$ cat config.mk
export PLATFORM = sky130hd
export DESIGN_NAME = supply_voltage_window_monitor_top
export DESIGN_NICKNAME = d
export VERILOG_FILES = /design/src/hw/rtl/svwm_pkg.sv /design/src/hw/rtl/svwm_regs.sv /design/src/hw/rtl/svwm_fsm.sv /design/src/hw/rtl/supply_voltage_window_monitor_top.sv
export SDC_FILE = /design/constraint.sdc
export NUM_CORES = 1
export LEC_CHECK = 0
export BUFFER_PORTS_ARGS = -buffer_cell sky130_fd_sc_hd__buf_2
export CAP_MARGIN = 20
export CORE_MARGIN = 5
export CORE_UTILIZATION = 55
export CTS_CLUSTER_DIAMETER = 200
export CTS_CLUSTER_SIZE = 25
export DETAILED_ROUTE_END_ITERATION = 8
export GPL_TIMING_DRIVEN = 0
export PLACE_DENSITY = 0.87
export RECOVER_POWER = 50
export SLEW_MARGIN = 15
export SYNTH_ARGS = -nofsm -noshare
export SYNTH_HDL_FRONTEND = slang
export SYNTH_SLANG_ARGS = --single-unit
$ cat constraint.sdc
create_clock -name clk -period 5.7 [get_ports clk]
set_clock_uncertainty 0.1 [all_clocks]
set_input_delay 0.285 -clock clk [delete_from_list [all_inputs] [get_ports clk]]
set_output_delay 0.285 -clock clk [all_outputs]
set_load 0.02 [all_outputs]
$ cat src/hw/rtl/svwm_pkg.sv
// ----------------------------------------------------------------------------
// svwm_pkg
// Shared types and constants for the supply voltage window monitor.
// ----------------------------------------------------------------------------
package svwm_pkg;

  localparam int VoltW  = 12;
  localparam int DelayW = 16;
  localparam int StateW = 2;
  localparam int AddrW  = 5;
  localparam int DataW  = 32;

  localparam logic [StateW-1:0] MODE_INITIAL = 2'd0;
  localparam logic [StateW-1:0] MODE_NORMAL  = 2'd1;
  localparam logic [StateW-1:0] MODE_OVER    = 2'd2;
  localparam logic [StateW-1:0] MODE_UNDER   = 2'd3;

  localparam logic [2:0] REG_UNDER_LIMIT         = 3'd0;
  localparam logic [2:0] REG_OVER_LIMIT          = 3'd1;
  localparam logic [2:0] REG_OVER_RECOVER_LIMIT  = 3'd2;
  localparam logic [2:0] REG_UNDER_RECOVER_LIMIT = 3'd3;
  localparam logic [2:0] REG_FIRST_DELAY         = 3'd4;
  localparam logic [2:0] REG_RECOVER_DELAY       = 3'd5;

  localparam logic [VoltW-1:0]  RST_UNDER_LIMIT         = 12'd90;
  localparam logic [VoltW-1:0]  RST_OVER_LIMIT          = 12'd160;
  localparam logic [VoltW-1:0]  RST_OVER_RECOVER_LIMIT  = 12'd155;
  localparam logic [VoltW-1:0]  RST_UNDER_RECOVER_LIMIT = 12'd95;
  localparam logic [DelayW-1:0] RST_FIRST_DELAY         = 16'd10;
  localparam logic [DelayW-1:0] RST_RECOVER_DELAY       = 16'd10;

  typedef struct packed {
    logic [VoltW-1:0]  under_limit;
    logic [VoltW-1:0]  over_limit;
    logic [VoltW-1:0]  over_recover_limit;
    logic [VoltW-1:0]  under_recover_limit;
    logic [DelayW-1:0] first_delay;
    logic [DelayW-1:0] recover_delay;
  } cfg_t;

endpackage

$ cat src/hw/rtl/svwm_regs.sv
// ----------------------------------------------------------------------------
// svwm_regs
// APB register file holding the thresholds and delays.
// ----------------------------------------------------------------------------
module svwm_regs (
  input  logic                       clk,
  input  logic                       rst,
  input  logic                       psel,
  input  logic                       penable,
  input  logic                       pwrite,
  input  logic [svwm_pkg::AddrW-1:0] paddr,
  input  logic [svwm_pkg::DataW-1:0] pwdata,
  output logic [svwm_pkg::DataW-1:0] prdata,
  output logic                       pready,
  output svwm_pkg::cfg_t             cfg
);
  import svwm_pkg::*;

  logic       wr_en;
  logic [2:0] idx;

  assign pready = 1'b1;
  assign wr_en  = psel && penable && pwrite;
  assign idx    = paddr[AddrW-1:2];

  always_ff @(posedge clk) begin
    if (rst) begin
      cfg.under_limit         <= RST_UNDER_LIMIT;
      cfg.over_limit          <= RST_OVER_LIMIT;
      cfg.over_recover_limit  <= RST_OVER_RECOVER_LIMIT;
      cfg.under_recover_limit <= RST_UNDER_RECOVER_LIMIT;
      cfg.first_delay         <= RST_FIRST_DELAY;
      cfg.recover_delay       <= RST_RECOVER_DELAY;
    end else if (wr_en) begin
      unique case (idx)
        REG_UNDER_LIMIT:         cfg.under_limit         <= pwdata[VoltW-1:0];
        REG_OVER_LIMIT:          cfg.over_limit          <= pwdata[VoltW-1:0];
        REG_OVER_RECOVER_LIMIT:  cfg.over_recover_limit  <= pwdata[VoltW-1:0];
        REG_UNDER_RECOVER_LIMIT: cfg.under_recover_limit <= pwdata[VoltW-1:0];
        REG_FIRST_DELAY:         cfg.first_delay         <= pwdata[DelayW-1:0];
        REG_RECOVER_DELAY:       cfg.recover_delay       <= pwdata[DelayW-1:0];
        default: ;
      endcase
    end
  end

  always_comb begin
    prdata = '0;
    unique case (idx)
      REG_UNDER_LIMIT:         prdata = {{(DataW-VoltW){1'b0}}, cfg.under_limit};
      REG_OVER_LIMIT:          prdata = {{(DataW-VoltW){1'b0}}, cfg.over_limit};
      REG_OVER_RECOVER_LIMIT:  prdata = {{(DataW-VoltW){1'b0}}, cfg.over_recover_limit};
      REG_UNDER_RECOVER_LIMIT: prdata = {{(DataW-VoltW){1'b0}}, cfg.under_recover_limit};
      REG_FIRST_DELAY:         prdata = {{(DataW-DelayW){1'b0}}, cfg.first_delay};
      REG_RECOVER_DELAY:       prdata = {{(DataW-DelayW){1'b0}}, cfg.recover_delay};
      default:                 prdata = '0;
    endcase
  end

endmodule

$ cat src/hw/rtl/svwm_fsm.sv
// ----------------------------------------------------------------------------
// svwm_fsm
// Supply classification state and countdown, one update per item.
// ----------------------------------------------------------------------------
module svwm_fsm (
  input  logic                        clk,
  input  logic                        rst,
  input  logic                        step,
  input  logic [svwm_pkg::VoltW-1:0]  volt,
  input  svwm_pkg::cfg_t              cfg,
  output logic [svwm_pkg::StateW-1:0] mode,
  output logic [svwm_pkg::StateW-1:0] mode_next,
  output logic [svwm_pkg::DelayW-1:0] countdown
);
  import svwm_pkg::*;

  logic [DelayW-1:0] countdown_next;
  logic [DelayW-1:0] cd_dec;
  logic              expired;

  // countdown at 0 or 1 finishes the delay
  assign expired = (countdown <= {{(DelayW-1){1'b0}}, 1'b1});
  assign cd_dec  = expired ? '0 : countdown - {{(DelayW-1){1'b0}}, 1'b1};

  always_comb begin
    mode_next      = mode;
    countdown_next = countdown;
    unique case (mode)
      MODE_INITIAL: begin
        if (volt >= cfg.under_limit && volt <= cfg.over_limit) begin
          countdown_next = cd_dec;
          if (expired) mode_next = MODE_NORMAL;
        end else begin
          countdown_next = cfg.first_delay;
        end
      end
      MODE_NORMAL: begin
        priority if (volt > cfg.over_limit) begin
          countdown_next = cfg.recover_delay;
          mode_next      = MODE_OVER;
        end else if (volt < cfg.under_limit) begin
          countdown_next = cfg.recover_delay;
          mode_next      = MODE_UNDER;
        end
      end
      MODE_OVER: begin
        priority if (volt > cfg.over_recover_limit) begin
          countdown_next = cfg.recover_delay;
        end else if (volt < cfg.under_limit) begin
          countdown_next = cfg.recover_delay;
          mode_next      = MODE_UNDER;
        end else begin
          countdown_next = cd_dec;
          if (expired) mode_next = MODE_NORMAL;
        end
      end
      MODE_UNDER: begin
        priority if (volt > cfg.over_limit) begin
          countdown_next = cfg.recover_delay;
          mode_next      = MODE_OVER;
        end else if (volt < cfg.under_recover_limit) begin
          countdown_next = cfg.recover_delay;
        end else begin
          countdown_next = cd_dec;
          if (expired) mode_next = MODE_NORMAL;
        end
      end
      default: ;
    endcase
  end

  always_ff @(posedge clk) begin
    if (rst) begin
      mode      <= MODE_INITIAL;
      countdown <= RST_FIRST_DELAY;
    end else if (step) begin
      mode      <= mode_next;
      countdown <= countdown_next;
    end
  end

endmodule

$ cat src/hw/rtl/supply_voltage_window_monitor_top.sv
// ----------------------------------------------------------------------------
// supply_voltage_window_monitor_top
// Input register, classification state machine and result register.
// ----------------------------------------------------------------------------
// An accepted item waits in the input register; once the output can advance, its
// result and out_valid are loaded into the result register.
// Throughput: 1 item per cycle unless out_stall holds a valid result; the state
// update feeds straight back into the state registers. Reset: synchronous; state
// initial, countdown 10, registers at defaults, both pipeline registers empty.
module supply_voltage_window_monitor_top (
  input  logic                        clk,
  input  logic                        rst,
  input  logic                        psel,
  input  logic                        penable,
  input  logic                        pwrite,
  input  logic [svwm_pkg::AddrW-1:0]  paddr,
  input  logic [svwm_pkg::DataW-1:0]  pwdata,
  output logic [svwm_pkg::DataW-1:0]  prdata,
  output logic                        pready,
  input  logic                        in_valid,
  output logic                        in_stall,
  input  logic [svwm_pkg::VoltW-1:0]  voltage_decivolts,
  output logic                        out_valid,
  input  logic                        out_stall,
  output logic [svwm_pkg::StateW-1:0] supply_state
);
  import svwm_pkg::*;

  cfg_t              cfg;
  logic              in_q_valid;
  logic [VoltW-1:0]  in_q_volt;
  logic              advance;
  logic              step;
  logic [StateW-1:0] mode;
  logic [StateW-1:0] mode_next;
  logic [DelayW-1:0] countdown;

  svwm_regs u_regs (
    .clk     (clk),
    .rst     (rst),
    .psel    (psel),
    .penable (penable),
    .pwrite  (pwrite),
    .paddr   (paddr),
    .pwdata  (pwdata),
    .prdata  (prdata),
    .pready  (pready),
    .cfg     (cfg)
  );

  assign advance  = !out_valid || !out_stall;
  assign step     = in_q_valid && advance;
  assign in_stall = in_q_valid && !advance;

  always_ff @(posedge clk) begin
    if (rst) begin
      in_q_valid <= 1'b0;
    end else if (!in_stall) begin
      in_q_valid <= in_valid;
    end
  end

  always_ff @(posedge clk) begin
    if (!in_stall && in_valid) begin
      in_q_volt <= voltage_decivolts;
    end
  end

  svwm_fsm u_fsm (
    .clk       (clk),
    .rst       (rst),
    .step      (step),
    .volt      (in_q_volt),
    .cfg       (cfg),
    .mode      (mode),
    .mode_next (mode_next),
    .countdown (countdown)
  );

  always_ff @(posedge clk) begin
    if (rst) begin
      out_valid <= 1'b0;
    end else if (advance) begin
      out_valid <= in_q_valid;
    end
  end

  always_ff @(posedge clk) begin
    if (step) begin
      supply_state <= mode_next;
    end
  end

`ifndef SYNTHESIS
  a_result_is_state: assert property (@(posedge clk) disable iff (rst)
    step |=> supply_state == mode)
    else $error("result differs from state");

  a_hold_without_item: assert property (@(posedge clk) disable iff (rst)
    !step |=> $stable(mode) && $stable(countdown))
    else $error("state moved without an item");

  a_normal_entry: assert property (@(posedge clk) disable iff (rst)
    step && mode != MODE_NORMAL && mode_next == MODE_NORMAL |=> countdown == '0)
    else $error("countdown not cleared on entry to normal");

  a_normal_hold: assert property (@(posedge clk) disable iff (rst)
    step && mode == MODE_NORMAL && mode_next == MODE_NORMAL |=> $stable(countdown))
    else $error("countdown changed in normal state");
`endif

endmodule
==> results by group, run 1 <==
Placement
  – Detail Placement HPWL: ~15 mm
  – Port Buffers: 55
  – Gpl congestion: 0.955

Critical path
  – Crit-path most repeated cell: o31ai_2
  – Crit path cell chain: ha_1, and3_1, a221o_1, a221oi_2, a32oi_1, o31ai_2, o31ai_2, buf_2, a221oi_1, a21oi_1
  – CP delay by family, top: compound AO/OA/AOI/OAI gates
  – Crit path required time: 5.88 ns
  – RR Endpoint: u_fsm.countdown[10]
  – Crit-path max FO: 10
  – Reg2Reg Depth: 10
  – Arr. time, crit path: 3.82 ns
  – Max incr delay on CP: 0.48 ns
  – Reg-to-Reg Start: in_q_volt[3]
  – Critical-path top delay cell: edfxtp_1
  – Worst reg2reg setup slack: 2.06 ns
  – Crit. End Element: flop
  – CP bufs+invs: 1
  – Crit Path Class: reg2reg
  – Worst setup SP type: flop

Finish
  – Area growth from synthesis to layout: 17.8%
  – Share of cells above drive strength 1: 11.6%
  – Ant diodes: 0
  – Fillers: 1024
  – Nets: 1047

Pwr
  – Power Density: 266 nW/um^2
  – Power, Total: 2.10 mW
  – Peak supply drop: 0.180 mV
  – Leak Pwr: 3.18 nW

STA
  – Slew Viols, Final: 0
  – Crit path time final: 3.64 ns
  – Setup TNS: 0 ns
  – Endpoints failing setup: 0
  – Fmax: 0.275 GHz
  – Worst-Margin Slew: 1.33 ns
  – RSZ-0062 raised after global routing: false
  – Max-slew headroom: 11.0%
  – Final Hold Vio Count: 0
  – Final period util: 63.8%

Die
  – Initial core utilization: between 50% and 60%
  – Chip height: 120 um
  – Die width: 120 um
  – # rows: 40
  – Ports: 93
  – Full die area: 14500 sq um
  – Core Area: about 12000 sq um

Min path
  – Hold crit path type: in2reg
  – Hold Crit Depth: 3
  – Hold Path End: out_valid
  – Min-delay src: out_stall

Clocking
  – Setup Buffers After CTS: 0
  – Sink Count: 114
  – Hold-fix buffers, CTS: 13
  – Clock latency on the worst-skew pair: 0.42 ns
  – CTS Buffer Depth: 2
  – Worst-path clk slew: 0.05 ns
  – CTS tree: built
  – Post-CTS Resized: 0
  – CTS Buf Count: 17
  – Clk Tree Root Cell: clkbuf_16
  – H-tree depth: 4

Synth
  – Post-synth EDFFs: 14
  – Primary FF master, synth: dfxtp_1
  – Ys Warns: 0
  – Synth Instances: 840
  – Synthesized cell area: approximately 6700 sq um
  – Post-synthesis cell type count: 64
  – Seq cells post-synth: 114
  – Avg Cell Area, Syn: around 8.0 sq um
  – Seq/Total Area, Yosys: around 36%
  – Async S/R FF share, synth: 0%

Detailed routing
  – DR pass1 iterations: 6
  – Post-Route WL: 21.0 mm
  – DR DRC count: 0
  – Initial DRC count: 820
  – Routed vias: around 6700
  – Post-DR wirelength/cell: 19.1 um
  – Vias per inst: 6.08
  – Post-route ant nets: 0

Global routing
  – Vias in the first global route: around 6400
  – Grt ovf: 0
  – First-pass GRT wire length: 32.7 mm
  – Gr usage total: 29.1%
  – Largest net degree at the start of global routing: 17
  – Initial antenna violation count: 0

Outcome
  – Status: finished clean

Flow run
  – Max-Cap Viols: 0
registers in the layout (all words and copies together), names as in the netlist:
| name | cells |
|---|---|
| u_regs.cfg | 80 |
| in_q_valid | 1 |
| supply_state | 2 |
| u_fsm.countdown | 16 |
| in_q_volt | 12 |
| u_fsm.mode | 2 |
| out_valid | 1 |
cell type report:
type,instances,area (sq um),share of cell area [%]
multi-input cells,627,3840,48.6
flip-flops and latches,114,2420,30.6
clock buffers,26,509,6.44
repair buffers,68,398,5.03
plain buffers,57,289,3.66
inverters,57,214,2.71
well taps,147,184,2.33
clock inverters,5,50.0,0.633
cell usage after synthesis, drive strengths merged (3+ instances only):
| library cell | count | share of area [%] |
|---|---|---|
| dfxtp | 100 | 30 |
| a21oi | 101 | 7.6 |
| nand3 | 13 | 0.97 |
| clkbuf | 33 | 1.8 |
| nand4 | 9 | 0.84 |
| a21o | 3 | 0.34 |
| nor3 | 13 | 0.97 |
| and3 | 4 | 0.37 |
| o21a | 6 | 0.67 |
| edfxtp | 14 | 6.3 |
| o21ai | 20 | 1.5 |
| o31ai | 4 | 0.60 |
| inv | 57 | 3.2 |
| nand2b | 7 | 0.65 |
| nor4 | 4 | 0.69 |
| o22ai | 5 | 0.47 |
| mux2 | 3 | 0.56 |
| a221oi | 7 | 1.0 |
| a31oi | 7 | 0.65 |
| and2 | 4 | 0.37 |
| xnor2 | 5 | 0.65 |
| o221ai | 5 | 0.65 |
| mux2i | 37 | 5.5 |
| nor2 | 63 | 3.6 |
| o211ai | 18 | 2.0 |
| buf | 24 | 2.5 |
| or4 | 4 | 0.50 |
| a22oi | 7 | 0.78 |
| xor2 | 5 | 0.65 |
| nor2b | 11 | 1.0 |
| a32oi | 4 | 0.52 |
| ha | 49 | 9.1 |
| nand2 | 164 | 9.2 |
| a211oi | 7 | 0.78 |
worst max-delay path by stage:
stage / start / to / slack, ns / cells past startpoint
global placement: in_q_volt[2] / u_fsm.countdown[9] / 2.26 / 10
floorplan: in_q_volt[3] / u_fsm.countdown[6] / 2.78 / 10
global route: in_q_volt[3] / u_fsm.countdown[0] / 2.03 / 10
detailed placement: in_q_volt[3] / u_fsm.countdown[10] / 2.23 / 10
CTS: in_q_volt[3] / u_fsm.countdown[9] / 2.21 / 10
finish: in_q_volt[3] / u_fsm.countdown[10] / 2.06 / 10
report_power, final:
group	switching, mW	leakage, nW	total (mW)	internal (mW)
Combinational	0.157	1.95	0.245	0.0878
Sequential	0.0184	0.946	0.850	0.832
Clock	0.356	0.280	1.01	0.650
cell families after synthesis:
family                   synth area share (%)
multiplexers                             6.41
adder cells (fa/ha/maj)                  9.14
AND/OR/NAND/NOR                          20.0
other                                   0.112
AO/OA/AOI/OAI                            19.4
buffers and inverters                    7.50
XOR/XNOR                                 1.31
flip-flops                               36.1
layer usage:
layer / vias up / wire length (um) / track usage, %
met5: - / 0 / 0
met4: 0 / 816 / 13.3
met3: 75 / 2360 / 6.55
met2: 420 / 9460 / 46.0
met1: 3086 / 8350 / 37.8
li1: 3117 / - / -
stage by stage:
stage                     worst slack (ns)  util [%]  cell area, sq um  hold WS [ns]  cells
after CTS                             2.21      66.2              7920        0.0189   1101
final                                 2.06      66.1              7910        0.0182   1101
after global routing                  2.03      66.1              7910        0.0321   1101
after global placement                2.26      60.4              7230         0.357   1057
after detailed placement              2.23      60.4              7230         0.363   1057
after floorplan                       2.78         -              6770         0.284    855
placed cells by master, fill, tap and decap left out, types with 9 or more instances in the layout:
cell type,netlist,routed
clkbuf_1,33,43
o211ai_1,18,18
buf_4,17,17
nor2b_1,11,11
nand4_1,9,9
nand2_1,164,164
clkbuf_16,0,17
nor3_1,13,13
ha_1,49,49
nor2_1,62,62
dlygate4sd3_1,0,13
edfxtp_1,14,14
mux2i_1,37,37
conb_1,2,17
nand3_1,13,13
inv_1,57,57
a21oi_1,100,100
dfxtp_1,100,100
buf_2,3,52
o21ai_0,19,19
worst min-delay path: stages:
cell	delay [ns]
buf_2	0.09
a21oi_1	0.06
nor2_1	0.07
No activity file was read; power rests on OpenSTA's default activity.
==> run 2: changes to the inputs <==
ABC_AREA = 1   (was not set)
CORE_UTILIZATION = 54   (was 55)
PLACE_DENSITY = 0.88   (was 0.87)
clock period = 3 ns   (was 5.7 ns; I/O delays follow)
==> results by group, run 2 <==
Finish
  – Register cell area after layout: 2420 sq um (unchanged)
  – Biggest regs: u_regs.cfg x80, u_fsm.countdown x16, in_q_volt x12
  – Final Cell Area: 9060 sq um (+15%)
  – Nets: 1278 (+22%)
  – Fillers: 1174 (+15%)
  – Share of cells above drive strength 1: 16.5% (+4.9 points)
  – Biggest register: u_regs.cfg
  – Commonest non-fill, non-tap cells in the layout: nand2_1, inv_1, nand3_1
  – Ant diodes: 0 (unchanged)
  – Area growth from synthesis to layout: 19.7%
  – Max FFs per register: 80 (unchanged)
  – Area of the multi-input gates: 4260 sq um (+11%)
  – Most common cell after layout, fill and taps aside: nand2_1

Detailed routing
  – Top Layer Used: met4
  – Metal2 WL: 10.9 mm (+15%)
  – WL met3: 1.48 mm (-37%)
  – Routed vias: 7553 (+13%)
  – DR pass1 iterations: 5 (-1)
  – Initial DRC count: 710 (-13%)
  – DR DRC count: 0 (unchanged)
  – Post-Route WL: 21.8 mm (+3.9%)
  – Met1 Wirelength: 8.75 mm (+4.9%)
  – Post-route ant nets: 0 (unchanged)
  – Post-DR wirelength/cell: 16.0 um (-16%)
  – Vias per inst: 5.53 (-9.0%)

Critical path
  – Crit-path most repeated cell: nand2_1
  – Arr. time, crit path: 2.70 ns (-1.12 ns)
  – Worst setup SP type: flop
  – Worst reg2reg setup slack: 0.51 ns (-1.55 ns)
  – Critical-path top delay cell: edfxtp_1
  – Max incr delay on CP: 0.48 ns (about the same)
  – Crit path required time: 3.22 ns (-2.66 ns)
  – Crit. End Element: flop
  – Reg2Reg Depth: 14 (+4)
  – Crit-path max FO: 10 (unchanged)
  – Crit Path Class: reg2reg
  – Crit path cell chain: ha_1, nand2_1, nor2_2, and2_1, nand2_1, nand3_2, nand2_4, nand2_4, buf_6, nand2_1, nand3_1, nand3_1, nor2_1, nor2_1

Global routing
  – Initial antenna violation count: 0 (unchanged)
  – Largest net degree at the start of global routing: 17 (unchanged)
  – Grt ovf: 0 (unchanged)
  – First-pass GRT wire length: 35.4 mm (+8.2%)
  – Gr usage total: 27.0% (-2.1 points)
  – Vias in the first global route: 7248 (+13%)

Synth
  – Post-synth top area cell: dfxtp_1
  – Seq/Total Area, Yosys: 32.0% (-4.1 points)
  – Post-synth EDFFs: 14 (unchanged)
  – Most common cell in the netlist: nand2_1
  – Seq cells post-synth: 114 (unchanged)
  – Ys Warns: 0 (unchanged)
  – Avg Cell Area, Syn: 7.20 sq um (-9.9%)
  – Post-synthesis cell type count: 41 (-36%)
  – Synth area leaders: dfxtp_1, nand2_1, ha_1
  – Synth top area share: 26.5% (-3.4 points)
  – Async S/R FF share, synth: 0% (unchanged)
  – Synth Instances: 1051 (+25%)
  – Primary FF master, synth: dfxtp_1
  – Synthesized cell area: 7570 sq um (+13%)
  – Post-synth top cells: nand2_1, inv_1, nand3_1

STA
  – Slew Viols, Final: 0 (unchanged)
  – Endpoints failing setup: 0 (unchanged)
  – Fmax: 0.402 GHz (+46%)
  – Final period util: 82.8% (+19 points)
  – Setup TNS: 0 ns (unchanged)
  – Worst-Margin Slew: 0.713 ns (-0.619 ns)
  – Crit path time final: 2.49 ns (-1.15 ns)
  – RSZ-0062 raised after global routing: false
  – Final Hold Vio Count: 0 (unchanged)
  – Max-slew headroom: 52.3% (+41 points)
  – Setup WS post-layout: 0.515 ns (-1.55 ns)

Min path
  – Hold Crit Depth: 3 (unchanged)
  – Hold crit path type: in2reg

Clocking
  – Clock latency on the worst-skew pair: 0.43 ns (about the same)
  – CTS tree: built
  – Clk Tree Root Cell: clkbuf_16
  – Setup Buffers After CTS: 0 (unchanged)
  – Sink Count: 114 (unchanged)
  – CTS Buf Count: 17 (unchanged)
  – H-tree depth: 4 (unchanged)
  – Worst-path clk slew: 0.05 ns (about the same)
  – CTS Buffer Depth: 2 (unchanged)

Pwr
  – Power Density: 506 nW/um^2 (+90%)
  – Leak Pwr: 4.23 nW (+33%)
  – Peak supply drop: 0.390 mV (+120%)

Die
  – Full die area: 16500 sq um (+14%)
  – Die width: 128 um (+6.6%)
  – # rows: 43 (+7.5%)
  – Chip height: 128 um (+6.6%)
  – Core Area: 13800 sq um (+16%)
  – Initial core utilization: 54.7% (-1.4 points)
  – Ports: 93 (unchanged)

Flow run
  – Max-Cap Viols: 0 (unchanged)

Placement
  – Post-DP Area: 8140 sq um (+13%)
  – Pre-CTS setup slack: 0.590 ns (-1.64 ns)
  – Detail Placement HPWL: 16.5 mm (+6.5%)
  – Gpl congestion: 0.945 (-1.0%)
  – Port Buffers: 57 (+3.6%)

Outcome
  – Status: finished clean
run 2: changes by cell type in the layout (fill, tap and decap cells not counted), moves of 18 or more:
cell,change
o21ai_1,+19
nand3_1,+103
dlygate4sd3_1,+18
nand2_1,+31
mux2i_1,-37
inv_1,+69
o21ai_0,+51
run 2: kinds of logic after synthesis:
kind of cell	after synthesis	synth area share (%)
simple gates	441	29.3
other cells	2	0.0992
flops	114	32.0
xor+xnor	5	0.579
compound gates	237	17.5
buf+inv	203	12.4
fa+ha+maj	49	8.10
run 2: final timing paths:
path | startpoint | end
max | in_q_volt[11] | u_fsm.countdown[10]
min | pwdata[8] | u_regs.cfg[8]
max reg2reg | in_q_volt[11] | u_fsm.countdown[10]
min reg2reg | u_fsm.countdown[1] | u_fsm.countdown[1]
run 2: critical path, delay by kind of cell, from the launching register on:
kind	cells	cell delay, ns
flip-flops	1	0.48
AND/OR/NAND/NOR	12	1.27
buffers and inverters	1	0.17
adder cells (fa/ha/maj)	1	0.35
run 2: timing repair:
item | in CTS | in global routing
hold buffers | 31 | 0
endpoints found under the hold margin | 60 | 0
gates resized for setup | 0 | 0
run 2: report_power, final:
part	total [mW]	internal (mW)	switching, mW
Sequential	1.64	1.59	0.0439
Combinational	0.808	0.290	0.517
Clock	2.14	1.44	0.693
run 2: layout make-up:
type | count | area share (%)
plain buffers | 57 | 4.28
clock buffers | 29 | 6.31
clock inverters | 2 | 0.663
inverters | 146 | 6.08
multi-input cells | 749 | 47.0
flip-flops and latches | 114 | 26.7
well taps | 180 | 2.49
repair buffers | 88 | 6.49
run 2: per-layer routing:
layer | vias to the layer above | GRT usage, %
met5 | - | 0
met4 | 0 | 11.7
met3 | 56 | 4.48
met2 | 323 | 48.1
met1 | 3447 | 31.8
li1 | 3727 | -
run 2: stage by stage:
step | power [mW] | hold WS [ns] | std cells | utilization (%)
after CTS | 4.58 | 0.00560 | 1365 | 65.7
after floorplan | 2.22 | 0.149 | 1066 | -
final | 4.58 | 0.0198 | 1365 | 65.5
after global placement | 2.41 | 0.227 | 1303 | 58.8
after detailed placement | 2.43 | 0.228 | 1303 | 58.8
after global routing | 4.74 | 0.0213 | 1365 | 65.5
